## src/hdl/accfd_pkg.sv

```systemverilog
// accfd_pkg: widths, reset values, register indexes and helpers for the
// accelerometer fall and activity detector; no dependencies
package accfd_pkg;

    localparam int AXIS_W    = 13;
    localparam int MAG_W     = 14;
    localparam int THR_W     = 14;
    localparam int CNT_W     = 11;
    localparam int STEP_W    = 8;
    localparam int WCNT_W    = 8;
    localparam int CFG_IDX_W = 3;
    localparam int CFG_DATA_W = 14;

    localparam int WINDOW_LEN_DEF = 25;

    localparam logic [THR_W-1:0]  QUIET_THR_RST   = THR_W'(328);
    localparam logic [THR_W-1:0]  PEAK_THR_RST    = THR_W'(6000);
    localparam logic [CNT_W-1:0]  CEILING_RST     = CNT_W'(1200);
    localparam logic [STEP_W-1:0] WAKE_STEP_RST   = STEP_W'(20);
    localparam logic [WCNT_W-1:0] REPORT_WIN_RST  = WCNT_W'(60);
    localparam logic [CNT_W-1:0]  RESTING_INIT    = CNT_W'(1200);
    localparam logic [MAG_W-1:0]  MIN_INIT        = {MAG_W{1'b1}};

    typedef enum logic [CFG_IDX_W-1:0] {
        CFG_QUIET_THR  = 3'd0,
        CFG_PEAK_THR   = 3'd1,
        CFG_CEILING    = 3'd2,
        CFG_WAKE_STEP  = 3'd3,
        CFG_REPORT_WIN = 3'd4
    } cfg_reg_t;

    typedef struct packed {
        logic [MAG_W-1:0] mean;
        logic [MAG_W-1:0] peak;
        logic [MAG_W-1:0] spread;
        logic             fall_alert;
        logic             report_valid;
        logic             user_resting;
        logic [CNT_W-1:0] resting_tally;
        logic [CNT_W-1:0] active_tally;
    } result_t;

    // magnitude of one 13-bit two's complement axis, -4096 gives 4096
    function automatic logic [AXIS_W-1:0] axis_mag(input logic [AXIS_W-1:0] a);
        logic [AXIS_W-1:0] neg;
        neg = ~a + AXIS_W'(1);
        return a[AXIS_W-1] ? neg : a;
    endfunction

endpackage

```

## src/hdl/accel_fall_and_activity_detector_core.sv

```systemverilog
// accel_fall_and_activity_detector_core: windowed magnitude statistics,
// fall stages and resting/active verdicts; depends on accfd_pkg
//
//  channel   | handshake              | payload
//  ----------+------------------------+------------------------------------------
//  sample in | in_valid / in_ready    | accel_x, accel_y, accel_z
//  result    | out_valid / out_ready  | window_mean .. active_tally
//  config    | cfg_we                 | cfg_index, cfg_data
//
// one sample transfer per cycle while in_ready is high; after the last sample of a
// window is taken, its result passes the magnitude, snapshot and result registers
// stages: sample register, magnitude register, window snapshot, result register;
// the mean multiply by the window reciprocal sits between snapshot and result
// a stalled result holds the output register and ready falls back stage by stage
// reset sets window, fall stages, counters, config and valid bits to their defaults
module accel_fall_and_activity_detector_core
    import accfd_pkg::*;
#(
    parameter int WINDOW_LEN = WINDOW_LEN_DEF
)(
    input  logic                  clk,
    input  logic                  rst_n,

    input  logic                  in_valid,
    output logic                  in_ready,
    input  logic [AXIS_W-1:0]     accel_x,
    input  logic [AXIS_W-1:0]     accel_y,
    input  logic [AXIS_W-1:0]     accel_z,

    output logic                  out_valid,
    input  logic                  out_ready,
    output logic [MAG_W-1:0]      window_mean,
    output logic [MAG_W-1:0]      window_peak,
    output logic [MAG_W-1:0]      window_spread,
    output logic                  fall_alert,
    output logic                  report_valid,
    output logic                  user_resting,
    output logic [CNT_W-1:0]      resting_tally,
    output logic [CNT_W-1:0]      active_tally,

    input  logic                  cfg_we,
    input  logic [CFG_IDX_W-1:0]  cfg_index,
    input  logic [CFG_DATA_W-1:0] cfg_data
);

    localparam int IDX_W     = $clog2(WINDOW_LEN + 1);
    localparam int SUM_W     = MAG_W + $clog2(WINDOW_LEN);
    localparam int DIV_SHIFT = SUM_W + $clog2(WINDOW_LEN);
    localparam int RECIP     = ((1 << DIV_SHIFT) + WINDOW_LEN - 1) / WINDOW_LEN;
    localparam int PROD_W    = SUM_W + DIV_SHIFT;
    localparam logic [DIV_SHIFT-1:0] RECIP_C = DIV_SHIFT'(RECIP);
    localparam logic [IDX_W-1:0]     LAST_IDX = IDX_W'(WINDOW_LEN);

    // configuration registers
    logic [THR_W-1:0]  quiet_thr_reg;
    logic [THR_W-1:0]  peak_thr_reg;
    logic [CNT_W-1:0]  ceiling_reg;
    logic [STEP_W-1:0] wake_step_reg;
    logic [WCNT_W-1:0] report_win_reg;

    always_ff @(posedge clk or negedge rst_n)
    begin
        if (!rst_n)
        begin
            quiet_thr_reg  <= QUIET_THR_RST;
            peak_thr_reg   <= PEAK_THR_RST;
            ceiling_reg    <= CEILING_RST;
            wake_step_reg  <= WAKE_STEP_RST;
            report_win_reg <= REPORT_WIN_RST;
        end
        else if (cfg_we)
        begin
            case (cfg_index)
                CFG_QUIET_THR:  quiet_thr_reg  <= cfg_data[THR_W-1:0];
                CFG_PEAK_THR:   peak_thr_reg   <= cfg_data[THR_W-1:0];
                CFG_CEILING:    ceiling_reg    <= cfg_data[CNT_W-1:0];
                CFG_WAKE_STEP:  wake_step_reg  <= cfg_data[STEP_W-1:0];
                CFG_REPORT_WIN: report_win_reg <= cfg_data[WCNT_W-1:0];
                default: ;
            endcase
        end
    end

    // pipeline flow control
    logic s1_valid_reg, s2_valid_reg, s3_valid_reg, out_valid_reg;
    logic s4_ok, s3_ok, s2_ok, s1_ok;
    logic s3_adv, s2_adv, s1_adv, in_xfer;

    assign s4_ok   = !out_valid_reg || out_ready;
    assign s3_adv  = s3_valid_reg && s4_ok;
    assign s3_ok   = !s3_valid_reg || s4_ok;
    assign s2_adv  = s2_valid_reg && s3_ok;
    assign s2_ok   = !s2_valid_reg || s3_ok;
    assign s1_adv  = s1_valid_reg && s2_ok;
    assign s1_ok   = !s1_valid_reg || s2_ok;
    assign in_ready = s1_ok;
    assign in_xfer  = in_valid && s1_ok;

    // stage 1: sample register
    logic [AXIS_W-1:0] ax_reg, ay_reg, az_reg;

    always_ff @(posedge clk)
    begin
        if (in_xfer)
        begin
            ax_reg <= accel_x;
            ay_reg <= accel_y;
            az_reg <= accel_z;
        end
    end

    // stage 2: magnitude register
    logic [MAG_W-1:0] mag_reg, mag_next;

    assign mag_next = MAG_W'(axis_mag(ax_reg)) + MAG_W'(axis_mag(ay_reg))
                    + MAG_W'(axis_mag(az_reg));

    always_ff @(posedge clk)
    begin
        if (s1_adv)
            mag_reg <= mag_next;
    end

    // window accumulators
    logic [IDX_W-1:0] sample_idx_reg, sample_idx_next;
    logic [SUM_W-1:0] sum_reg, sum_next;
    logic [MAG_W-1:0] max_reg, max_next;
    logic [MAG_W-1:0] min_reg, min_next;
    logic             win_end;

    always_comb
    begin
        sample_idx_next = sample_idx_reg + IDX_W'(1);
        sum_next        = sum_reg + SUM_W'(mag_reg);
        max_next        = (mag_reg >= max_reg) ? mag_reg : max_reg;
        min_next        = (mag_reg < min_reg) ? mag_reg : min_reg;
        win_end         = (sample_idx_next == LAST_IDX);
    end

    always_ff @(posedge clk or negedge rst_n)
    begin
        if (!rst_n)
        begin
            sample_idx_reg <= '0;
            sum_reg        <= '0;
            max_reg        <= '0;
            min_reg        <= MIN_INIT;
        end
        else if (s2_adv)
        begin
            if (win_end)
            begin
                sample_idx_reg <= '0;
                sum_reg        <= '0;
                max_reg        <= '0;
                min_reg        <= MIN_INIT;
            end
            else
            begin
                sample_idx_reg <= sample_idx_next;
                sum_reg        <= sum_next;
                max_reg        <= max_next;
                min_reg        <= min_next;
            end
        end
    end

    // stage 3: window snapshot
    logic [SUM_W-1:0] snap_sum_reg;
    logic [MAG_W-1:0] snap_max_reg, snap_min_reg;

    always_ff @(posedge clk)
    begin
        if (s2_adv && win_end)
        begin
            snap_sum_reg <= sum_next;
            snap_max_reg <= max_next;
            snap_min_reg <= min_next;
        end
    end

    // per-window decisions
    logic [PROD_W-1:0] mean_prod;
    logic [MAG_W-1:0]  spread;
    logic              quiet;
    logic [CNT_W:0]    rest_plus_one, act_plus_step;
    logic [CNT_W-1:0]  resting_reg, resting_next;
    logic [CNT_W-1:0]  active_reg, active_next;
    logic              high_peak_reg, high_peak_next;
    logic              fall_poss_reg, fall_poss_next;
    logic [WCNT_W-1:0] wcount_reg, wcount_next, wcount_inc;
    logic              report_hit;
    result_t           res_next, res_reg;

    assign mean_prod = PROD_W'(snap_sum_reg) * PROD_W'(RECIP_C);

    always_comb
    begin
        spread        = snap_max_reg - snap_min_reg;
        quiet         = (spread <= quiet_thr_reg);
        rest_plus_one = {1'b0, resting_reg} + (CNT_W+1)'(1);
        act_plus_step = {1'b0, active_reg} + (CNT_W+1)'(wake_step_reg);
        resting_next  = resting_reg;
        active_next   = active_reg;
        if (quiet)
        begin
            if (rest_plus_one < {1'b0, ceiling_reg} && active_reg > CNT_W'(1))
            begin
                resting_next = rest_plus_one[CNT_W-1:0];
                active_next  = active_reg - CNT_W'(1);
            end
        end
        else if (act_plus_step < {1'b0, ceiling_reg}
                 && resting_reg > CNT_W'(wake_step_reg))
        begin
            resting_next = resting_reg - CNT_W'(wake_step_reg);
            active_next  = act_plus_step[CNT_W-1:0];
        end

        fall_poss_next = high_peak_reg && (snap_max_reg < peak_thr_reg);
        high_peak_next = (snap_max_reg >= peak_thr_reg);

        wcount_inc  = wcount_reg + WCNT_W'(1);
        report_hit  = (wcount_inc == report_win_reg);
        wcount_next = report_hit ? '0 : wcount_inc;

        res_next.mean          = mean_prod[DIV_SHIFT +: MAG_W];
        res_next.peak          = snap_max_reg;
        res_next.spread        = spread;
        res_next.fall_alert    = fall_poss_reg && quiet;
        res_next.report_valid  = report_hit;
        res_next.user_resting  = report_hit && (resting_next > active_next);
        res_next.resting_tally = resting_next;
        res_next.active_tally  = active_next;
    end

    always_ff @(posedge clk or negedge rst_n)
    begin
        if (!rst_n)
        begin
            resting_reg   <= RESTING_INIT;
            active_reg    <= '0;
            high_peak_reg <= 1'b0;
            fall_poss_reg <= 1'b0;
            wcount_reg    <= '0;
        end
        else if (s3_adv)
        begin
            resting_reg   <= resting_next;
            active_reg    <= active_next;
            high_peak_reg <= high_peak_next;
            fall_poss_reg <= fall_poss_next;
            wcount_reg    <= wcount_next;
        end
    end

    // stage 4: result register
    always_ff @(posedge clk)
    begin
        if (s3_adv)
            res_reg <= res_next;
    end

    // valid bits
    always_ff @(posedge clk or negedge rst_n)
    begin
        if (!rst_n)
        begin
            s1_valid_reg  <= 1'b0;
            s2_valid_reg  <= 1'b0;
            s3_valid_reg  <= 1'b0;
            out_valid_reg <= 1'b0;
        end
        else
        begin
            if (s1_ok)
                s1_valid_reg <= in_valid;
            if (s2_ok)
                s2_valid_reg <= s1_valid_reg;
            if (s3_ok)
                s3_valid_reg <= s2_valid_reg && win_end;
            if (s4_ok)
                out_valid_reg <= s3_valid_reg;
        end
    end

    assign out_valid     = out_valid_reg;
    assign window_mean   = res_reg.mean;
    assign window_peak   = res_reg.peak;
    assign window_spread = res_reg.spread;
    assign fall_alert    = res_reg.fall_alert;
    assign report_valid  = res_reg.report_valid;
    assign user_resting  = res_reg.user_resting;
    assign resting_tally = res_reg.resting_tally;
    assign active_tally  = res_reg.active_tally;

endmodule

```

## config.mk

```make
export PLATFORM = sky130hd
export DESIGN_NAME = accel_fall_and_activity_detector_core
export DESIGN_NICKNAME = d
export VERILOG_FILES = /design/src/hdl/accfd_pkg.sv /design/src/hdl/accel_fall_and_activity_detector_core.sv
export SDC_FILE = /design/constraint.sdc
export NUM_CORES = 1
export LEC_CHECK = 0
export BUFFER_PORTS_ARGS = -buffer_cell sky130_fd_sc_hd__buf_4
export CAP_MARGIN = 20
export CELL_PAD_IN_SITES_DETAIL_PLACEMENT = 2
export CELL_PAD_IN_SITES_GLOBAL_PLACEMENT = 2
export CORE_MARGIN = 5
export CORE_UTILIZATION = 38
export DETAILED_ROUTE_END_ITERATION = 10
export GPL_ROUTABILITY_DRIVEN = 0
export PLACE_DENSITY = 0.78
export SYNTH_ARGS = -nofsm -noshare
export SYNTH_HDL_FRONTEND = slang
export SYNTH_SLANG_ARGS = --single-unit
```

## constraint.sdc

```tcl
create_clock -name clk -period 5.85 [get_ports clk]
set_clock_uncertainty 0.05 [all_clocks]
set_input_delay 1.17 -clock clk [delete_from_list [all_inputs] [get_ports clk]]
set_output_delay 1.17 -clock clk [all_outputs]
set_load 0.05 [all_outputs]
```

==> results_tabular.tex <==
\begin{tabular}{lr}
\hline
Metric & Value \\
\hline
\multicolumn{2}{l}{\textbf{Run status}} \\
\quad Result of the run & complete, but fails checks \\
\quad Violated checks & setup timing \\
\multicolumn{2}{l}{\textbf{Yosys}} \\
\quad Cell Area, Synth & 23900 um\^{}2 \\
\quad Post-synthesis adder-cell area fraction & 0.281 \\
\quad Async S/R FF share, synth & 0.461 \\
\quad Yosys top cell by area & sky130\_fd\_sc\_hd\_\_edfxtp\_1 \\
\quad Warnings, synthesis & 0 \\
\quad Number of synthesized flops with an enable pin & 167 \\
\quad Most common flop cell mapped by yosys & sky130\_fd\_sc\_hd\_\_edfxtp\_1 \\
\quad Mux share of post-synthesis cell area & 0.0238 \\
\quad Post-synthesis cell type count & 87 \\
\quad Seq cells post-synth & 310 \\
\quad Compound-gate portion of the synthesized area & 0.132 \\
\quad Top area cells in the synthesized netlist & sky130\_fd\_sc\_hd\_\_edfxtp\_1, sky130\_fd\_sc\_hd\_\_ha\_1, sky130\_fd\_sc\_hd\_\_fa\_1 \\
\quad Sequential element share of the synthesized area & 0.362 \\
\quad Combinational family with the most area after synthesis & adder cells \\
\quad Average instance area after synthesis & 10.7 um\^{}2 \\
\quad Fraction of the mapped netlist area in simple logic gates & 0.0973 \\
\quad Number of cells produced by synthesis & 2231 \\
\quad Total nets after synthesis & 2742 \\
\quad Synthesized-area fraction occupied by xor and xnor cells & 0.0440 \\
\quad Post-synth top area share & 0.210 \\
\multicolumn{2}{l}{\textbf{STA}} \\
\quad Number of hold violations in the final report & 0 \\
\quad Final Setup Violations & 9 \\
\quad Unrepaired setup endpoints after global routing & yes \\
\quad Post-route worst setup slack & -0.334 ns \\
\quad Worst-margin pin slew & 1.11 ns \\
\quad Shortest period the worst path allows & 6.18 ns \\
\quad Ratio of final minimum period to clock period & 1.06 \\
\quad Headroom to the max-slew limit & 0.254 \\
\quad Final Max Slew Viols & 0 \\
\quad Maximum clock rate & 162 MHz \\
\multicolumn{2}{l}{\textbf{Routing}} \\
\quad Remaining number of nets flagged by the antenna check after routing & 0 \\
\quad Wirelength, routed & 97100 um \\
\quad Avg Vias per Cell & 5.73 \\
\quad Routed via count & 19800 \\
\quad Detailed-routing iteration count for the pre-antenna-repair pass & 5 \\
\quad Routed WL per cell & 28.1 um \\
\quad Drc violations & 0 \\
\quad Violation count after the first detailed-route iteration & 1320 \\
\multicolumn{2}{l}{\textbf{Critical path}} \\
\quad Cell occurring most often along the worst timing path & sky130\_fd\_sc\_hd\_\_o21a\_1 \\
\quad CP startpoint kind & flip-flop \\
\quad Cell at the slowest stage of the critical path & sky130\_fd\_sc\_hd\_\_edfxtp\_1 \\
\quad Worst path max stage delay & 0.48 ns \\
\quad Worst path bufs/invs & 5 \\
\quad Max FO, Critical Path & 6 \\
\quad Reg-to-reg startpoint & snap\_max\_reg[0] \\
\quad Crit Path Class & reg2reg \\
\quad Gate family responsible for the most delay along the worst path & compound AO/OA/AOI/OAI gates \\
\quad Critical Path End Type & flip-flop \\
\quad Worst setup path startpoint & snap\_max\_reg[0] \\
\quad Data required time at the worst endpoint & 6.14 ns \\
\quad CP arrival & 6.47 ns \\
\multicolumn{2}{l}{\textbf{Min path}} \\
\quad Worst hold path startpoint & sum\_reg[10] \\
\quad Hold/Removal Path Class & reg2reg \\
\multicolumn{2}{l}{\textbf{Placement}} \\
\quad Pre-CTS setup slack & -0.577 ns \\
\quad DP HPWL & 63000 um \\
\quad PortBufs & 129 \\
\multicolumn{2}{l}{\textbf{CTS}} \\
\quad Clock tree buffer depth & 3 \\
\quad CTS Root Cell & sky130\_fd\_sc\_hd\_\_clkbuf\_16 \\
\quad H-Tree Level Count & 2 \\
\quad Source-to-sink clock delay at the later pin of the worst-skew pair & 0.61 ns \\
\quad Number of buffers added to fix hold violations after cts & 0 \\
\quad Clock tree from TritonCTS & done \\
\quad Inserted Clock Buffers & 38 \\
\quad Sink Count & 310 \\
\quad CTS clk-pin slew, worst paths & 0.08 ns \\
\multicolumn{2}{l}{\textbf{Floorplan}} \\
\quad Area enclosed by the die boundary & 68000 um\^{}2 \\
\quad Horiz. Die Dim & 261 um \\
\quad Ports placed on the boundary & 130 \\
\quad Chip height & 261 um \\
\quad Number of rows in the core area & 92 \\
\quad Initial Util & 0.381 \\
\quad Core area & 62600 um\^{}2 \\
\multicolumn{2}{l}{\textbf{GRT}} \\
\quad Wire length of the first global-routing pass & 135000 um \\
\quad Leftover overflow at the end of global routing & 0 \\
\quad Maximum number of pins on one net before global-route repair & 88 \\
\quad Vias in the first global route & 22500 \\
\quad Global-route total usage across every layer & 0.258 \\
\quad Number of antenna violations at the first check in global routing & 0 \\
\multicolumn{2}{l}{\textbf{Layout}} \\
\quad Area growth from synthesis to final layout & 23.5\% \\
\quad Share of cells above drive strength 1 & 0.248 \\
\quad Final-stage net count & 3094 \\
\quad Most common library cell in the layout ignoring fill and taps & sky130\_fd\_sc\_hd\_\_buf\_4 \\
\quad Antenna cell count & 0 \\
\quad Most frequent cells in the layout & sky130\_fd\_sc\_hd\_\_buf\_4, sky130\_fd\_sc\_hd\_\_inv\_1, sky130\_fd\_sc\_hd\_\_ha\_1 \\
\multicolumn{2}{l}{\textbf{Flow run}} \\
\quad MaxCap Viol Count & 0 \\
\hline
\end{tabular}
[Yosys cell counts (25+ instances only)]
library cell	number
sky130_fd_sc_hd__a21o_1	45
sky130_fd_sc_hd__a21oi_1	69
sky130_fd_sc_hd__a22o_1	25
sky130_fd_sc_hd__clkbuf_1	31
sky130_fd_sc_hd__dfrtp_1	105
sky130_fd_sc_hd__dfstp_2	38
sky130_fd_sc_hd__edfxtp_1	167
sky130_fd_sc_hd__fa_1	143
sky130_fd_sc_hd__ha_1	307
sky130_fd_sc_hd__inv_1	329
sky130_fd_sc_hd__mux2_2	46
sky130_fd_sc_hd__nand2_1	144
sky130_fd_sc_hd__nand2b_1	26
sky130_fd_sc_hd__nand3_1	53
sky130_fd_sc_hd__nor2_1	78
sky130_fd_sc_hd__nor3_1	35
sky130_fd_sc_hd__o21ai_0	117
sky130_fd_sc_hd__xnor2_1	96
[worst min-delay path: stages (launching register included)]
cell,delay [ns]
sky130_fd_sc_hd__dfrtp_1,0.35
sky130_fd_sc_hd__nand2_1,0.05
sky130_fd_sc_hd__o41ai_1,0.05
[final timing paths]
path	end	slack (ns)	cells past startpoint
worst min-delay path	sum_reg[10]	0.44	2
worst max register to register	user_resting	-0.33	30
worst min register to register	sum_reg[10]	0.44	2
min in group asynchronous	resting_reg[3]	0.62	1
worst max-delay path	user_resting	-0.33	30
max in group asynchronous	out_valid	3.60	2
[routing by layer]
metal / share of wire / wire [um] / up-vias / global-route usage
li1: - / - / 8559 / -
met1: 0.38 / 37400 / 10300 / 0.301
met2: 0.52 / 50700 / 669 / 0.477
met3: 0.044 / 4320 / 294 / 0.0367
met4: 0.049 / 4750 / 0 / 0.101
met5: 0 / 0 / - / 0
[kinds of logic after synthesis]
| family | count (synthesis) |
|---|---|
| simple gates | 467 |
| xor+xnor | 120 |
| fa+ha+maj | 450 |
| mux | 51 |
| buf+inv | 377 |
| compound gates | 456 |
| flops | 310 |
[stage by stage]
step           setup TNS (ns)  instances  cell area [um^2]  hold slack, ns   util
2_1_floorplan               0       2231             23900           0.376      -
3_3_place_gp           -0.190       3329             27000           0.410  0.431
3_5_place_dp            -3.44       3330             27000           0.428  0.431
4_1_cts               -0.0181       3427             29000           0.444  0.463
5_1_grt                 -3.01       3459             29500           0.469  0.471
6_report                -1.92       3459             29500           0.438  0.471
[area by class of cell]
type / instances / area, um^2
clock buffer: 52 / 1080
clock inverter: 18 / 264
fill: 6357 / 33100
inverter: 330 / 1240
multi-input combinational: 1544 / 14400
sequential: 310 / 8640
tap: 846 / 1060
timing repair buffer: 359 / 2790
[timing repair]
item                                    in CTS  in global routing
endpoints found under the setup margin      11                 12
gates resized for setup                    103                 61
pin swaps                                   65                 57
setup buffers                               28                 28
Power is not shown: default switching activity piles up to over one toggle a cycle in this logic, so the estimate is an artifact.
